**src/rtl/lpr_pkg.sv**
```systemverilog
// Shared types and constants for the line pixel rasterizer.
// Depends on nothing; every other file of the block refers to it by scoped names.
`default_nettype none

package lpr_pkg;

   localparam int SCREEN_WIDTH  = 64;
   localparam int SCREEN_HEIGHT = 64;

   localparam int COLOR_W = 16;
   localparam int COORD_W = 8;
   localparam int PIXEL_W = 6;
   localparam int DELTA_W = COORD_W + 1;
   localparam int ERR_W   = COORD_W + 3;

   localparam logic [COORD_W-1:0] SCR_W = COORD_W'(SCREEN_WIDTH);
   localparam logic [COORD_W-1:0] SCR_H = COORD_W'(SCREEN_HEIGHT);

   localparam int QUEUE_DEPTH = 2;
   localparam int QUEUE_AW    = 1;

   typedef struct packed {
      logic [COLOR_W-1:0]       color;
      logic [COORD_W-1:0]       x0;
      logic [COORD_W-1:0]       y0;
      logic                     x_major;
      logic                     x_neg;
      logic                     y_neg;
      logic [DELTA_W-1:0]       two_minor;
      logic [DELTA_W-1:0]       two_major;
      logic signed [ERR_W-1:0]  err_init;
      logic [COORD_W-1:0]       count;
   } cmd_type;

endpackage

`default_nettype wire

```
**src/rtl/lpr_if.sv**
```systemverilog
// Valid/ready channel interfaces for line commands and for pixels.
// Depends on lpr_pkg for field widths.
`default_nettype none

interface lpr_req_if;
   logic                        valid;
   logic                        ready;
   logic [lpr_pkg::COLOR_W-1:0] color;
   logic [lpr_pkg::COORD_W-1:0] start_x;
   logic [lpr_pkg::COORD_W-1:0] start_y;
   logic [lpr_pkg::COORD_W-1:0] end_x;
   logic [lpr_pkg::COORD_W-1:0] end_y;
   logic                        landscape;

   modport source (output valid, color, start_x, start_y, end_x, end_y, landscape,
                   input ready);
   modport sink (input valid, color, start_x, start_y, end_x, end_y, landscape,
                 output ready);
endinterface

interface lpr_rsp_if;
   logic                        valid;
   logic                        ready;
   logic [lpr_pkg::PIXEL_W-1:0] pixel_x;
   logic [lpr_pkg::PIXEL_W-1:0] pixel_y;
   logic [lpr_pkg::COLOR_W-1:0] pixel_color;
   logic                        last;

   modport source (output valid, pixel_x, pixel_y, pixel_color, last, input ready);
   modport sink (input valid, pixel_x, pixel_y, pixel_color, last, output ready);
endinterface

`default_nettype wire

```
**src/rtl/lpr_front.sv**
```systemverilog
// Front end: accepts a line command and works out the stepping set-up.
// Depends on lpr_pkg and lpr_req_if.
`default_nettype none

module lpr_front (
   lpr_req_if.sink          req_ch,
   input  logic             q_full,
   output logic             q_push,
   output lpr_pkg::cmd_type q_data
);

   logic [lpr_pkg::COORD_W-1:0] x0, y0, x1, y1;
   logic [lpr_pkg::COORD_W-1:0] adx, ady, major, minor;
   logic                        x_neg, y_neg, x_major;

   always_comb begin
      if (req_ch.landscape) begin
         x0 = req_ch.start_x;
         y0 = req_ch.start_y;
         x1 = req_ch.end_x;
         y1 = req_ch.end_y;
      end else begin
         x0 = req_ch.start_y;
         y0 = req_ch.start_x;
         x1 = req_ch.end_y;
         y1 = req_ch.end_x;
      end
      x_neg   = x1 < x0;
      y_neg   = y1 < y0;
      adx     = x_neg ? x0 - x1 : x1 - x0;
      ady     = y_neg ? y0 - y1 : y1 - y0;
      x_major = adx > ady;
      major   = x_major ? adx : ady;
      minor   = x_major ? ady : adx;

      q_data.color     = req_ch.color;
      q_data.x0        = x0;
      q_data.y0        = y0;
      q_data.x_major   = x_major;
      q_data.x_neg     = x_neg;
      q_data.y_neg     = y_neg;
      q_data.two_minor = {minor, 1'b0};
      q_data.two_major = {major, 1'b0};
      q_data.err_init  = $signed({2'b00, minor, 1'b0}) - $signed({3'b000, major});
      q_data.count     = major;
   end

   assign req_ch.ready = !q_full;
   assign q_push       = req_ch.valid && !q_full;

endmodule

`default_nettype wire

```
**src/rtl/lpr_queue.sv**
```systemverilog
// Short command queue between the front end and the stepping engine.
// Depends on lpr_pkg for the command type and depth.
`default_nettype none

module lpr_queue (
   input  logic             clock,
   input  logic             reset,
   input  logic             push,
   input  lpr_pkg::cmd_type push_data,
   output logic             full,
   input  logic             pop,
   output logic             not_empty,
   output lpr_pkg::cmd_type pop_data
);

   lpr_pkg::cmd_type              entry_ff [lpr_pkg::QUEUE_DEPTH];
   logic [lpr_pkg::QUEUE_AW-1:0]  wr_ptr_ff, wr_ptr_in;
   logic [lpr_pkg::QUEUE_AW-1:0]  rd_ptr_ff, rd_ptr_in;
   logic [lpr_pkg::QUEUE_AW:0]    fill_ff, fill_in;
   logic                          do_push, do_pop;

   assign full      = fill_ff == (lpr_pkg::QUEUE_AW + 1)'(lpr_pkg::QUEUE_DEPTH);
   assign not_empty = fill_ff != '0;
   assign pop_data  = entry_ff[rd_ptr_ff];
   assign do_push   = push && !full;
   assign do_pop    = pop && not_empty;

   always_comb begin
      wr_ptr_in = do_push ? wr_ptr_ff + 1'b1 : wr_ptr_ff;
      rd_ptr_in = do_pop ? rd_ptr_ff + 1'b1 : rd_ptr_ff;
      fill_in   = fill_ff;
      if (do_push && !do_pop) begin
         fill_in = fill_ff + 1'b1;
      end else if (do_pop && !do_push) begin
         fill_in = fill_ff - 1'b1;
      end
   end

   always_ff @(posedge clock) begin
      if (reset) begin
         wr_ptr_ff <= '0;
         rd_ptr_ff <= '0;
         fill_ff   <= '0;
      end else begin
         wr_ptr_ff <= wr_ptr_in;
         rd_ptr_ff <= rd_ptr_in;
         fill_ff   <= fill_in;
      end
   end

   always_ff @(posedge clock) begin
      if (do_push) begin
         entry_ff[wr_ptr_ff] <= push_data;
      end
   end

endmodule

`default_nettype wire

```
**src/rtl/lpr_back.sv**
```systemverilog
// Stepping engine: walks the line one point a cycle when not stalled, drops off-screen points,
// holds back one visible pixel to mark the last one. Depends on lpr_pkg and lpr_rsp_if.
`default_nettype none

module lpr_back (
   input  logic             clock,
   input  logic             reset,
   input  logic             q_not_empty,
   input  lpr_pkg::cmd_type q_data,
   output logic             q_pop,
   lpr_rsp_if.source        rsp_ch
);

   localparam logic [1:0] ST_IDLE  = 2'd0;
   localparam logic [1:0] ST_RUN   = 2'd1;
   localparam logic [1:0] ST_FLUSH = 2'd2;

   logic [1:0]                         state_ff, state_in;
   logic [lpr_pkg::COLOR_W-1:0]        color_ff, color_in;
   logic                               x_major_ff, x_major_in;
   logic                               x_neg_ff, x_neg_in;
   logic                               y_neg_ff, y_neg_in;
   logic [lpr_pkg::DELTA_W-1:0]        two_minor_ff, two_minor_in;
   logic [lpr_pkg::DELTA_W-1:0]        two_major_ff, two_major_in;
   logic [lpr_pkg::COORD_W-1:0]        x_ff, x_in, y_ff, y_in;
   logic signed [lpr_pkg::ERR_W-1:0]   err_ff, err_in;
   logic [lpr_pkg::COORD_W-1:0]        cnt_ff, cnt_in;
   logic                               hold_valid_ff, hold_valid_in;
   logic [lpr_pkg::PIXEL_W-1:0]        hold_x_ff, hold_x_in, hold_y_ff, hold_y_in;
   logic                               out_valid_ff, out_valid_in;
   logic [lpr_pkg::PIXEL_W-1:0]        out_x_ff, out_x_in, out_y_ff, out_y_in;
   logic [lpr_pkg::COLOR_W-1:0]        out_color_ff, out_color_in;
   logic                               out_last_ff, out_last_in;

   logic                               out_free, visible, stall, err_ge0, step_x, step_y;
   logic signed [lpr_pkg::ERR_W-1:0]   err_step;

   assign out_free = !out_valid_ff || rsp_ch.ready;
   assign visible  = (x_ff < lpr_pkg::SCR_W) && (y_ff < lpr_pkg::SCR_H);
   assign stall    = visible && hold_valid_ff && !out_free;
   assign err_ge0  = !err_ff[lpr_pkg::ERR_W-1];
   assign step_x   = x_major_ff || err_ge0;
   assign step_y   = !x_major_ff || err_ge0;
   assign err_step = err_ff + $signed({2'b00, two_minor_ff})
                     - (err_ge0 ? $signed({2'b00, two_major_ff}) : '0);
   assign q_pop    = (state_ff == ST_IDLE) && q_not_empty;

   always_comb begin
      state_in      = state_ff;
      color_in      = color_ff;
      x_major_in    = x_major_ff;
      x_neg_in      = x_neg_ff;
      y_neg_in      = y_neg_ff;
      two_minor_in  = two_minor_ff;
      two_major_in  = two_major_ff;
      x_in          = x_ff;
      y_in          = y_ff;
      err_in        = err_ff;
      cnt_in        = cnt_ff;
      hold_valid_in = hold_valid_ff;
      hold_x_in     = hold_x_ff;
      hold_y_in     = hold_y_ff;
      out_valid_in  = out_valid_ff && !rsp_ch.ready;
      out_x_in      = out_x_ff;
      out_y_in      = out_y_ff;
      out_color_in  = out_color_ff;
      out_last_in   = out_last_ff;

      case (state_ff)
         ST_IDLE: begin
            if (q_not_empty) begin
               color_in     = q_data.color;
               x_major_in   = q_data.x_major;
               x_neg_in     = q_data.x_neg;
               y_neg_in     = q_data.y_neg;
               two_minor_in = q_data.two_minor;
               two_major_in = q_data.two_major;
               x_in         = q_data.x0;
               y_in         = q_data.y0;
               err_in       = q_data.err_init;
               cnt_in       = q_data.count;
               state_in     = ST_RUN;
            end
         end
         ST_RUN: begin
            if (!stall) begin
               if (visible) begin
                  if (hold_valid_ff) begin
                     out_valid_in = 1'b1;
                     out_x_in     = hold_x_ff;
                     out_y_in     = hold_y_ff;
                     out_color_in = color_ff;
                     out_last_in  = 1'b0;
                  end
                  hold_valid_in = 1'b1;
                  hold_x_in     = x_ff[lpr_pkg::PIXEL_W-1:0];
                  hold_y_in     = y_ff[lpr_pkg::PIXEL_W-1:0];
               end
               if (cnt_ff == '0) begin
                  state_in = ST_FLUSH;
               end else begin
                  cnt_in = cnt_ff - 1'b1;
                  err_in = err_step;
                  if (step_x) begin
                     x_in = x_neg_ff ? x_ff - 1'b1 : x_ff + 1'b1;
                  end
                  if (step_y) begin
                     y_in = y_neg_ff ? y_ff - 1'b1 : y_ff + 1'b1;
                  end
               end
            end
         end
         ST_FLUSH: begin
            if (!hold_valid_ff) begin
               state_in = ST_IDLE;
            end else if (out_free) begin
               out_valid_in  = 1'b1;
               out_x_in      = hold_x_ff;
               out_y_in      = hold_y_ff;
               out_color_in  = color_ff;
               out_last_in   = 1'b1;
               hold_valid_in = 1'b0;
               state_in      = ST_IDLE;
            end
         end
         default: begin
            state_in = ST_IDLE;
         end
      endcase
   end

   always_ff @(posedge clock) begin
      if (reset) begin
         state_ff      <= ST_IDLE;
         hold_valid_ff <= 1'b0;
         out_valid_ff  <= 1'b0;
      end else begin
         state_ff      <= state_in;
         hold_valid_ff <= hold_valid_in;
         out_valid_ff  <= out_valid_in;
      end
   end

   always_ff @(posedge clock) begin
      color_ff     <= color_in;
      x_major_ff   <= x_major_in;
      x_neg_ff     <= x_neg_in;
      y_neg_ff     <= y_neg_in;
      two_minor_ff <= two_minor_in;
      two_major_ff <= two_major_in;
      x_ff         <= x_in;
      y_ff         <= y_in;
      err_ff       <= err_in;
      cnt_ff       <= cnt_in;
      hold_x_ff    <= hold_x_in;
      hold_y_ff    <= hold_y_in;
      out_x_ff     <= out_x_in;
      out_y_ff     <= out_y_in;
      out_color_ff <= out_color_in;
      out_last_ff  <= out_last_in;
   end

   assign rsp_ch.valid       = out_valid_ff;
   assign rsp_ch.pixel_x     = out_x_ff;
   assign rsp_ch.pixel_y     = out_y_ff;
   assign rsp_ch.pixel_color = out_color_ff;
   assign rsp_ch.last        = out_last_ff;

endmodule

`default_nettype wire

```
**src/rtl/line_pixel_rasterizer_top.sv**
```systemverilog
// Top level of the line pixel rasterizer: front end, command queue and stepping engine.
// Depends on lpr_pkg, lpr_if, lpr_front, lpr_queue and lpr_back.
//
// Each line command transfer yields the visible pixels of a Bresenham line from start to
// end, both ends included, in drawing order, with last set on the final visible one; a
// line wholly off the screen yields nothing. The stepping engine visits one point of the
// major axis per cycle when the pixel side keeps up. A two-entry queue lets further
// commands be taken while a line is being drawn.
`default_nettype none

module line_pixel_rasterizer_top (
   input  logic       clock,
   input  logic       reset,
   lpr_req_if.sink    req_ch,
   lpr_rsp_if.source  rsp_ch
);

   lpr_pkg::cmd_type push_data, pop_data;
   logic             push, full, pop, not_empty;

   lpr_front u_front (
      .req_ch (req_ch),
      .q_full (full),
      .q_push (push),
      .q_data (push_data)
   );

   lpr_queue u_queue (
      .clock     (clock),
      .reset     (reset),
      .push      (push),
      .push_data (push_data),
      .full      (full),
      .pop       (pop),
      .not_empty (not_empty),
      .pop_data  (pop_data)
   );

   lpr_back u_back (
      .clock       (clock),
      .reset       (reset),
      .q_not_empty (not_empty),
      .q_data      (pop_data),
      .q_pop       (pop),
      .rsp_ch      (rsp_ch)
   );

endmodule

`default_nettype wire

```
**src/flat_wrapper.sv**
```systemverilog
// flat-port wrapper written by rule: the top's interface ports become plain ports
module line_pixel_rasterizer_top_flat 
  (clock, reset, req_ch_valid, req_ch_color, req_ch_start_x, req_ch_start_y, req_ch_end_x, req_ch_end_y, req_ch_landscape, req_ch_ready, rsp_ch_valid, rsp_ch_pixel_x, rsp_ch_pixel_y, rsp_ch_pixel_color, rsp_ch_last, rsp_ch_ready);
  lpr_req_if req_ch_i ();
  lpr_rsp_if rsp_ch_i ();
  input  logic clock;
  input  logic reset;
  input wire logic [$bits(req_ch_i.valid)-1:0] req_ch_valid;
  input wire logic [$bits(req_ch_i.color)-1:0] req_ch_color;
  input wire logic [$bits(req_ch_i.start_x)-1:0] req_ch_start_x;
  input wire logic [$bits(req_ch_i.start_y)-1:0] req_ch_start_y;
  input wire logic [$bits(req_ch_i.end_x)-1:0] req_ch_end_x;
  input wire logic [$bits(req_ch_i.end_y)-1:0] req_ch_end_y;
  input wire logic [$bits(req_ch_i.landscape)-1:0] req_ch_landscape;
  output wire logic [$bits(req_ch_i.ready)-1:0] req_ch_ready;
  output wire logic [$bits(rsp_ch_i.valid)-1:0] rsp_ch_valid;
  output wire logic [$bits(rsp_ch_i.pixel_x)-1:0] rsp_ch_pixel_x;
  output wire logic [$bits(rsp_ch_i.pixel_y)-1:0] rsp_ch_pixel_y;
  output wire logic [$bits(rsp_ch_i.pixel_color)-1:0] rsp_ch_pixel_color;
  output wire logic [$bits(rsp_ch_i.last)-1:0] rsp_ch_last;
  input wire logic [$bits(rsp_ch_i.ready)-1:0] rsp_ch_ready;
  assign req_ch_i.valid = req_ch_valid;
  assign req_ch_i.color = req_ch_color;
  assign req_ch_i.start_x = req_ch_start_x;
  assign req_ch_i.start_y = req_ch_start_y;
  assign req_ch_i.end_x = req_ch_end_x;
  assign req_ch_i.end_y = req_ch_end_y;
  assign req_ch_i.landscape = req_ch_landscape;
  assign req_ch_ready = req_ch_i.ready;
  assign rsp_ch_valid = rsp_ch_i.valid;
  assign rsp_ch_pixel_x = rsp_ch_i.pixel_x;
  assign rsp_ch_pixel_y = rsp_ch_i.pixel_y;
  assign rsp_ch_pixel_color = rsp_ch_i.pixel_color;
  assign rsp_ch_last = rsp_ch_i.last;
  assign rsp_ch_i.ready = rsp_ch_ready;
  line_pixel_rasterizer_top u_core (.clock(clock), .reset(reset), .req_ch(req_ch_i), .rsp_ch(rsp_ch_i));
endmodule
```
**config.mk**
```make
export PLATFORM = sky130hd
export DESIGN_NAME = line_pixel_rasterizer_top_flat
export DESIGN_NICKNAME = d
export VERILOG_FILES = /design/src/rtl/lpr_pkg.sv /design/src/rtl/lpr_if.sv /design/src/rtl/lpr_front.sv /design/src/rtl/lpr_queue.sv /design/src/rtl/lpr_back.sv /design/src/rtl/line_pixel_rasterizer_top.sv /design/src/flat_wrapper.sv
export SDC_FILE = /design/constraint.sdc
export NUM_CORES = 1
export LEC_CHECK = 0
export CAP_MARGIN = 10
export CORE_MARGIN = 2
export CORE_UTILIZATION = 60
export CTS_CLUSTER_SIZE = 40
export DETAILED_ROUTE_END_ITERATION = 10
export DONT_BUFFER_PORTS = 1
export GPL_TIMING_DRIVEN = 0
export PLACE_DENSITY = 0.77
export SETUP_SLACK_MARGIN = 0.3
export SKIP_LAST_GASP = 1
export SLEW_MARGIN = 0
export SYNTH_ARGS = -nofsm -noshare
export SYNTH_HDL_FRONTEND = slang
export SYNTH_SLANG_ARGS = --single-unit
```
**constraint.sdc**
```tcl
create_clock -name clock -period 10.35 [get_ports clock]
set_clock_uncertainty 0.15 [all_clocks]
set_input_delay 2.07 -clock clock [delete_from_list [all_inputs] [get_ports clock]]
set_output_delay 2.07 -clock clock [all_outputs]
set_load 0.03 [all_outputs]
```
# After elaboration in Yosys (flattened, before gate mapping)
# Memory sizes are Yosys's and may differ from the RTL's. A register that Yosys moved wholly into a read port is not among the register bits.
# Cells that the tools add are included.
[totals] reg_bits=121 ram_bits=140 input_bits=53 out_inout_bits=31 mem_count=1
[op_classes] addsub=16 n_lt_le_gt_ge=5 eq_ne=14 mux=76 bitwise=1 n_reduce_logical=35
[mem_list] name="u_core.u_queue.entry_ff" depth=2 word_bits=70 rd=1 rd_ports_with_merged_regs=1 write_ports=1 line="lpr_queue.sv:16" source="lpr_pkg::cmd_type entry_ff [lpr_pkg::QUEUE_DEPTH];"
[op_table] cell="$mux 8" n=21
[op_table] cell="$mux 16" n=5
[op_table] cell="$mux 6" n=10
[op_table] cell="$pmux 8 s2" n=3
[op_table] cell="$mux 11" n=3
[op_table] cell="$pmux 16 s2" n=1
[op_table] cell="$sub 8x8->8" n=4
[op_table] cell="$pmux 6 s2" n=2
[op_table] cell="$sub 8x1->8 const B" n=3
[op_table] cell="$pmux 11 s2" n=1
[op_table] cell="$ne 2x2->1 const B" n=10
[op_table] cell="$mux 1" n=18
[op_table] cell="$add 8x1->8 const B" n=2
[op_table] cell="$lt 8x7->1 const B" n=2
[op_table] cell="$lt 8x8->1" n=2
[op_table] cell="$mux 2" n=7
[op_table] cell="$add 11x9->11" n=1
[op_table] cell="$sub 11x9->11" n=1
[op_table] cell="$logic_and 1x1->1" n=10
[op_table] cell="$reduce_and 5->1" n=2
[op_table] cell="$sub 9x8->10" n=1
[op_table] cell="$mux 9" n=1
[op_table] cell="$gt 8x8->1" n=1
[op_table] cell="$logic_not 1->1" n=8
[op_table] cell="other kinds (17)" n=28

# Logic depth before layout (Yosys ltp)
# Gate-level depths: netlist of run 1.
[logic_depth] depth_word=8 ltp_mapped=38 depth_no_buf=34

# Modules after synthesis
# Synthesis of run 1 repeated with hierarchy kept, for this count alone.
[hier_totals] hier_cells=1008 hier_area_um2=13695.6
[modules_own_cells] mod="lpr_back" instances=1 cells_each=415 area_each_um2=5641.7 seq_area_each_um2=3473.3
[modules_own_cells] mod="lpr_queue" instances=1 cells_each=249 area_each_um2=5400.2 seq_area_each_um2=4424.2
[modules_own_cells] mod="lpr_front" instances=1 cells_each=344 area_each_um2=2653.8 seq_area_each_um2=0.0

# Worst setup path before layout of run 1
# Ideal clock, no wire load.
[synth_timing] path_type="input-to-reg" startpoint="input req_ch_landscape" endpoint="memory u_core.u_queue.entry_ff[0][16] (netlist bit), data pin" setup_time_ns=0.270 arrival_time_ns=9.212 setup_slack_ns=0.717 stages=32 path_cell_list="clkbuf_1 -> buf_1 -> mux2i_1 -> inv_1 -> fa_1 -> and3_1 -> o21a_1 -> nor2_1 -> nor3_1 -> o31ai_1 -> xor2_1 -> inv_1 -> ha_1 -> a21o_1 -> a21o_1 -> a211oi_4 -> inv_2 -> a2111oi_4 -> and2_4 -> buf_12 -> clkbuf_1 -> nor2_1 -> a21oi_1 -> fa_1 -> inv_1 -> maj3_1 -> maj3_2 -> mux2_2 -> a2111oi_4 -> a2111oi_2 -> o21bai_2 -> xnor2_1"
[synth_rtl] item="start, declared" line="flat_wrapper.sv:14" source="input wire logic [$bits(req_ch_i.landscape)-1:0] req_ch_landscape;"
[synth_rtl] item="end, declared" line="lpr_queue.sv:16"

==> results.toml, run 1 <==
[status]
outcome = "finished, final reports clean"

[synth]
synth_edf_count = 230
synth_nets = 1090
async_flop_share = 0
synth_top_area_share = 0.558
synth-main-ff-cell = "edfxtp_1"
yosysUniqueCellTypes = 74
ys_warn_count = 0
syn-cell-area_um2 = 12400
yosysSeqAreaShare = 0.573
syn_area_per_cell_um2 = 12.9
synthMostInstantiatedCell = "edfxtp_1"
syn_inst = 956
yosysTopAreaCell = "edfxtp_1"
synth-seq-cells = 239
synth_top_cells_by_count = "edfxtp_1 (230), inv_1 (111), ha_1 (65)"
synth.area.top_cells = "edfxtp_1 (56%), ha_1 (6.6%), mux2i_1 (4.9%)"

[sta]
fin_crit_ps = 9520
final_hold_viol_count = 0
worst_hold_slack_ps = 263
drv_slew = 0
tightestPinTransition_ps = 1080
setup_viol = 0
fmax_ghz = 0.105
rsz0062_at_grt = "no"
finalCritPeriodShare = 0.920
maxSlewHeadroom = 0.274
post-route-worst-setup-slack_ps = 829

[floorplan]
fp.coreArea_um2 = 20200
die_w_um = 148
io_pins = 84
fp-row-count = 52
fp.dieArea_um2 = 21800
die_h_um = 148
initial_core_util = 0.611

[global_route]
overflow = 0
track_usage = 0.224
grt_pass1_wl_um = 38400
grt_pass1_vias = 7294
antenna_found_initial = 0
grt_max_degree = 61

[layout]
syn_to_final_growth_pct = 10.6
fin_nets = 1121
fillCellCount = 1411
multi_input_area_um2 = 4800
drive_gt1_frac = 0.132
num_antenna_cells = 0
final-seq-area_um2 = 7090

[placed_design]
dp_slack_ps = -581
dpl.hpwl_um = 17400
port_buffers = 0
routabilityCongestion = 0.877

[clock_network]
cts_sinks = 239
post_cts_buffers = 0
cts_resized = 3
clk_latency_ps = 520
cts_tree = "built"
clk_pin_slew_worst_paths_ps = 60
clockBufferDepth = 3
cts-buffers-inserted = 25
cts_hold_buf = 0
htreeDepth = 1
clockRootBuffer = "clkbuf_16"

[route]
vias_per_cell = 5.67
postRouteAntennaNets = 0
wirelength_um = 24100
drc_errors = 0
firstDrtPassIters = 4
drt_iter0_drc = 443
wire_per_inst_um = 18.9
vias = 7226

[power_and_ir_drop]
p_int_w = 0.00315
p_sw_frac = 0.379
seqPwrFrac = 0.343
pwr-share-comb = 0.479
power-per-cell-area_nw_per_um2 = 371
p_leak_nw = 5.29
vdd_drop_max_v = 0.000151
p_clk_frac = 0.178
power.switching_w = 0.00193

[min_path]
min_path_type = "reg -> reg"

[job]
maxCapViolCount = 0

[worst_setup_path]
slowest_stage = "a2111oi_4"
slowest_delay_ps = 470
cp_max_fo = 11
crit_type = "in -> reg"
critPathLaunchType = "primary input"
path_common_cell = "inv_1"
cp.arrival_ps = 9600
cp-end-kind = "flop"
worst_ep_required_time_ps = 10430
-- cells by family (layout without fill, tap and decap cells) --
family,after synthesis,in the layout,synth area share
multiplexers,101,101,0.0870
XOR/XNOR,52,52,0.0368
AO/OA/AOI/OAI,172,172,0.0960
flip-flops,239,239,0.573
buffers and inverters,139,188,0.0445
adder cells (fa/ha/maj),86,86,0.0958
AND/OR/NAND/NOR,167,167,0.0672
-- layer usage --
layer | vias to the layer above | routed length, um | track usage | share of wire
li1 | 3492 | - | - | -
met1 | 3527 | 10900 | 0.308 | 0.45
met2 | 176 | 11700 | 0.378 | 0.48
met3 | 31 | 1090 | 0.0302 | 0.045
met4 | 0 | 481 | 0.0615 | 0.020
met5 | - | 0 | 0 | 0
-- power groups by stage --
stage          registers, W  clock network [W]  logic [W]
2_1_floorplan       0.00172                  0    0.00186
3_3_place_gp        0.00175                  0    0.00228
3_5_place_dp        0.00176                  0    0.00239
5_1_grt             0.00177           0.000956    0.00270
4_1_cts             0.00174           0.000916    0.00242
6_report            0.00174           0.000905    0.00243
-- state kept, by name, summed over array words and instances, names as in the netlist, 8 cells and up, named ones only --
name / cells
u_core.u_back.x_ff: 8
u_core.u_back.rsp_ch.pixel_color: 16
u_core.u_back.two_major_ff: 8
u_core.u_back.two_minor_ff: 8
u_core.u_back.y_ff: 8
u_core.u_queue.entry_ff: 120
u_core.u_back.err_ff: 10
u_core.u_back.cnt_ff: 8
u_core.u_back.color_ff: 16
-- critical path: cells and delay by family --
family / cells / cell delay, ps
fa+ha+maj: 6 / 1700
buf+inv: 10 / 1450
mux: 2 / 590
xor+xnor: 2 / 330
simple gates: 8 / 940
compound gates: 10 / 2500
-- final cells by class --
cell class                 instances  area share
buffer                            24     0.00859
sequential                       239       0.518
inverter                         115      0.0324
timing repair buffer               4     0.00457
clock buffer                      28      0.0465
clock inverter                    17      0.0151
multi-input combinational        578       0.350
tap                              270      0.0247
-- stage by stage --
stage,area (um^2),utilization,cells,power (W),setup TNS [ps]
after global routing,13700,0.676,1275,0.00543,0
after floorplan,12400,-,956,0.00358,0
after global placement,12700,0.628,1226,0.00403,-2360
after CTS,13600,0.674,1274,0.00508,0
after detailed placement,12800,0.632,1229,0.00415,-4260
final,13700,0.676,1275,0.00508,0
-- cell usage in the layout, fill, tap and decap left out, types with 23 or more instances in the layout --
cell type	synthesis	routed
nand2_1	54	54
clkbuf_16	0	25
o21ai_0	41	41
mux2i_1	60	58
edfxtp_1	230	230
ha_1	65	65
xnor2_1	28	27
xor2_1	24	23
nor2_1	46	43
a21oi_1	53	51
inv_1	111	110
mux2_2	39	39
-- worst paths after layout --
kind	start	endpoint	slack (ps)	depth (start not counted)
max	req_ch_landscape	u_core.u_queue.entry_ff[1][16]	830	38
min	u_core.u_back.color_ff[15]	u_core.u_back.rsp_ch.pixel_color[15]	260	0
max reg2reg	u_core.u_back.err_ff[10]	u_core.u_back.err_ff[10]	6480	16
min reg2reg	u_core.u_back.color_ff[15]	u_core.u_back.rsp_ch.pixel_color[15]	260	0
No activity file was read; power rests on OpenSTA's default activity.
==> run 2: changes to the inputs <==
- CORE_UTILIZATION: 60 -> 58
- GPL_ROUTABILITY_DRIVEN: unset -> 0
- clock period: 10.35 -> 7.9 ns (I/O delays scaled with it)
==> results.toml, run 2 (synthesis results as in run 1) <==
[sta]
maxSlewHeadroom = 0.275
fin_crit_ps = 8160
drv_slew = 0
tightestPinTransition_ps = 1090
rsz0062_at_grt = "yes"
fmax_ghz = 0.123
post-route-worst-setup-slack_ps = -255
final_hold_viol_count = 0
setup-tns-final_ps = -1600
finalCritPeriodShare = 1.03
setup_viol = 8

[status]
outcome = "finished, violations left"
violations = "negative setup slack"

[clock_network]
clk_pin_slew_worst_paths_ps = 60
cts_hold_buf = 0
clockBufferDepth = 3
cts_tree = "built"
htreeDepth = 1
clk_latency_ps = 520
clockRootBuffer = "clkbuf_16"
cts_sinks = 239
cts-buffers-inserted = 24

[floorplan]
die_h_um = 150
fp.dieArea_um2 = 22500
fp.coreArea_um2 = 21000
io_pins = 84
initial_core_util = 0.590
die_w_um = 150
fp-row-count = 53

[layout]
regMostFlops = "u_core.u_queue.entry_ff"
drive_gt1_frac = 0.246
fin_area_um2 = 14800
mostFrequentLayoutCell = "edfxtp_1"
num_antenna_cells = 0
multi_input_area_um2 = 5260
largest_reg_flops = 120
syn_to_final_growth_pct = 19.2
mostFrequentLayoutCells = "edfxtp_1 (230), inv_1 (101), ha_1 (57)"
final-seq-area_um2 = 7090
fillCellCount = 1360
fin_nets = 1193

[worst_setup_path]
reg2reg_to = "u_core.u_back.err_ff[10]"
slowest_stage = "fa_2"
path_common_cell = "buf_4"
cp_max_fo = 6
reg2reg_slack_ps = 3950
critPathLaunchType = "primary input"
cp-end-kind = "flop"
worst_ep_required_time_ps = 7990
crit_type = "in -> reg"
r2r_cells = 16
r2r-start = "u_core.u_back.err_ff[10]"
cp.arrival_ps = 8240
slowest_delay_ps = 390

[placed_design]
placed_area_um2 = 13000
dp_slack_ps = -1290
dpl.hpwl_um = 17400
port_buffers = 0

[route]
firstDrtPassIters = 8
vias_per_cell = 5.76
wl_met1_um = 11200
wirelength_um = 26900
drt_iter0_drc = 602
wire_per_inst_um = 19.9
vias = 7782
top_layer_used = "met4"
postRouteAntennaNets = 0
wl_met2_um = 13600
drc_errors = 0
wl_met3_um = 1410

[job]
maxCapViolCount = 0

[global_route]
overflow = 0
grt_pass1_vias = 7854
grt_max_degree = 61
antenna_found_initial = 0
track_usage = 0.237
grt_pass1_wl_um = 41200

[min_path]
min_path_type = "reg -> reg"
hold-path-endpoint = "u_core.u_back.rsp_ch.pixel_y[3]"
min_from = "u_core.u_back.hold_y_ff[3]"
min_path_cells = 0

[power_and_ir_drop]
power-per-cell-area_nw_per_um2 = 504
total_power_w = 0.00743
p_leak_nw = 5.66
vdd_drop_max_v = 0.000243
==> run 2: changes by cell type in the layout (fill, tap and decap cells not counted), moves of 7 or more <==
cell and delta:
a21oi_1 -7, buf_6 +16, mux2i_4 +7, buf_4 +54
ha_1 -8, inv_2 +8, inv_1 -9, mux2i_2 +9
mux2i_1 -16
==> run 2: worst max path at each step <==
stage,endpoint,startpoint
2_1_floorplan,u_core.u_queue.entry_ff[0][16],req_ch_landscape
3_3_place_gp,u_core.u_queue.entry_ff[0][18],req_ch_landscape
3_5_place_dp,u_core.u_queue.entry_ff[0][18],req_ch_landscape
4_1_cts,u_core.u_queue.entry_ff[1][16],req_ch_landscape
5_1_grt,u_core.u_queue.entry_ff[1][18],req_ch_landscape
6_report,u_core.u_queue.entry_ff[1][16],req_ch_landscape
==> run 2: metrics by stage <==
step / util / hold WS [ps] / std cells
after global routing: 0.704 / 281 / 1350
after global placement: 0.616 / 251 / 1231
after CTS: 0.686 / 267 / 1333
after detailed placement: 0.620 / 255 / 1234
after floorplan: - / 250 / 956
final: 0.704 / 266 / 1350
==> run 2: per-layer routing <==
layer | track usage | vias to the layer above
met3 | 0.0320 | 43
li1 | - | 3625
met5 | 0 | -
met4 | 0.0651 | 0
met1 | 0.311 | 3837
met2 | 0.415 | 277
==> run 2: critical path: cells and delay by family <==
family	cells	cell delay, ps
buf+inv	30	3570
mux	2	550
compound gates	5	780
fa+ha+maj	3	830
simple gates	5	530
xor+xnor	2	400
==> run 2: power breakdown <==
group | total, W | switching [W] | internal [W]
clock | 0.00104 | 0.000445 | 0.000592
sequential | 0.00228 | 0.000154 | 0.00213
combinational | 0.00411 | 0.00225 | 0.00186
total | 0.00743 | 0.00285 | 0.00458
==> run 2: timing repair <==
item / 4_1_cts / 5_1_grt
pin swaps: 30 / 24
gates cloned: 1 / 0
endpoints found under the setup margin: 16 / 16
gates resized for setup: 46 / 49
buffers inserted: 56 / 17
==> run 2: cell type report <==
class                   count  area share
flip-flops and latches    239       0.480
well taps                 275      0.0233
clock buffers              31      0.0425
inverters                 115      0.0303
plain buffers              24      0.0142
clock inverters            11     0.00585
multi-input cells         578       0.356
repair buffers             77      0.0472
==> run 3: changes to the inputs <==
- RECOVER_POWER: unset -> 50
==> results.toml, run 3 (synthesis results as in run 1) <==
[status]
outcome = "finished, violations left"
violations = "negative setup slack"

[sta]
setup_viol = 10
drv_slew = 0
maxSlewHeadroom = 0.271
rsz0062_at_grt = "yes"
setup-tns-final_ps = -1600
post-route-worst-setup-slack_ps = -246
finalCritPeriodShare = 1.03
tightestPinTransition_ps = 1090
final_hold_viol_count = 0
fin_crit_ps = 8150
fmax_ghz = 0.123

[route]
postRouteAntennaNets = 0
vias = 7771
drt_iter0_drc = 563
firstDrtPassIters = 7
wirelength_um = 26800
vias_per_cell = 5.76
wire_per_inst_um = 19.9
drc_errors = 0

[layout]
fillCellCount = 1360
num_antenna_cells = 0
drive_gt1_frac = 0.238
fin_nets = 1193
multi_input_area_um2 = 5260
largest_reg_flops = 120
final-seq-area_um2 = 7090
mostFrequentLayoutCells = "edfxtp_1 (230), inv_1 (101), ha_1 (57)"
mostFrequentLayoutCell = "edfxtp_1"
regMostFlops = "u_core.u_queue.entry_ff"
syn_to_final_growth_pct = 19.2

[global_route]
grt_max_degree = 61
track_usage = 0.237
overflow = 0
antenna_found_initial = 0
grt_pass1_wl_um = 41200
grt_pass1_vias = 7854

[min_path]
min_from = "u_core.u_back.hold_y_ff[3]"
min_path_type = "reg -> reg"
min_path_cells = 0
hold-path-endpoint = "u_core.u_back.rsp_ch.pixel_y[3]"

[floorplan]
initial_core_util = 0.590
fp-row-count = 53
fp.coreArea_um2 = 21000
die_h_um = 150
die_w_um = 150
io_pins = 84
fp.dieArea_um2 = 22500

[worst_setup_path]
reg2reg_slack_ps = 3950
critPathLaunchType = "primary input"
cp-end-kind = "flop"
cp.arrival_ps = 8240
crit_type = "in -> reg"
crit_start = "req_ch_landscape"
slowest_delay_ps = 390
r2r_cells = 16
worst_ep_required_time_ps = 7990
r2r-start = "u_core.u_back.err_ff[10]"
slowest_stage = "fa_2"
reg2reg_to = "u_core.u_back.err_ff[10]"
path_common_cell = "buf_4"
cp_max_fo = 6

[power_and_ir_drop]
p_int_w = 0.00457
p_sw_frac = 0.383
total_power_w = 0.00741
p_leak_nw = 5.67
pwr-share-comb = 0.552
p_clk_frac = 0.140
vdd_drop_max_v = 0.000243
seqPwrFrac = 0.308
power.switching_w = 0.00284
power-per-cell-area_nw_per_um2 = 503

[placed_design]
dpl.hpwl_um = 17400
port_buffers = 0
dp_slack_ps = -1290

[clock_network]
htreeDepth = 1
clk_latency_ps = 520
clockBufferDepth = 3
clockRootBuffer = "clkbuf_16"
cts_sinks = 239
cts-buffers-inserted = 24
cts_tree = "built"
clk_pin_slew_worst_paths_ps = 60

[job]
maxCapViolCount = 0
==> run 3: changes by cell type in the layout (fill, tap and decap cells not counted), sizes merged <==
cell	previous run	this run
clkbuf	49	50
buf	83	82
==> run 3: metrics by stage <==
| step | cells | hold WS (ps) | instance area [um^2] | utilization |
|---|---|---|---|---|
| 2_1_floorplan | 956 | 250 | 12600 | - |
| 3_3_place_gp | 1231 | 251 | 12900 | 0.616 |
| 3_5_place_dp | 1234 | 255 | 13000 | 0.620 |
| 4_1_cts | 1333 | 267 | 14400 | 0.686 |
| 5_1_grt | 1350 | 281 | 14800 | 0.704 |
| 6_report | 1350 | 266 | 14800 | 0.704 |
==> run 3: worst max-delay path, delay by kind of cell <==
family | cells | cell delay, ps
XOR/XNOR | 2 | 400
buffers and inverters | 30 | 3570
AO/OA/AOI/OAI | 5 | 780
AND/OR/NAND/NOR | 5 | 530
multiplexers | 2 | 550
adder cells (fa/ha/maj) | 3 | 830
==> run 3: worst max-delay path by stage <==
stage	slack, ps	endpoint
2_1_floorplan	-150	u_core.u_queue.entry_ff[0][16]
3_3_place_gp	-1090	u_core.u_queue.entry_ff[0][18]
3_5_place_dp	-1290	u_core.u_queue.entry_ff[0][18]
4_1_cts	-40	u_core.u_queue.entry_ff[1][16]
5_1_grt	-460	u_core.u_queue.entry_ff[1][18]
6_report	-250	u_core.u_queue.entry_ff[1][16]
==> run 3: area by class of cell <==
cell class,instances,share of cell area
flip-flops and latches,239,0.480
plain buffers,24,0.0142
multi-input cells,578,0.356
inverters,115,0.0303
clock buffers,31,0.0425
well taps,275,0.0233
clock inverters,11,0.00585
repair buffers,77,0.0472
==> run 3: metal layers <==
metal | part of all wire | wire length, um | GRT usage
met1 | 0.42 | 11200 | 0.311
met2 | 0.51 | 13600 | 0.415
met3 | 0.050 | 1350 | 0.0320
met4 | 0.026 | 689 | 0.0651
met5 | 0 | 0 | 0
==> run 3: repair_timing <==
action	in CTS	in global routing
gates resized for setup	46	49
cloned	1	0
pin swaps	30	24
buffers inserted	56	17
endpoints found under the setup margin	16	16
hold buffers	0	0
==> run 3: power groups by stage <==
stage,registers [W],clock network (W),logic (W)
after floorplan,0.00225,0,0.00253
after global placement,0.00229,0,0.00307
after detailed placement,0.00230,0,0.00320
after CTS,0.00228,0.00105,0.00362
after global routing,0.00232,0.00110,0.00443
final,0.00228,0.00104,0.00410
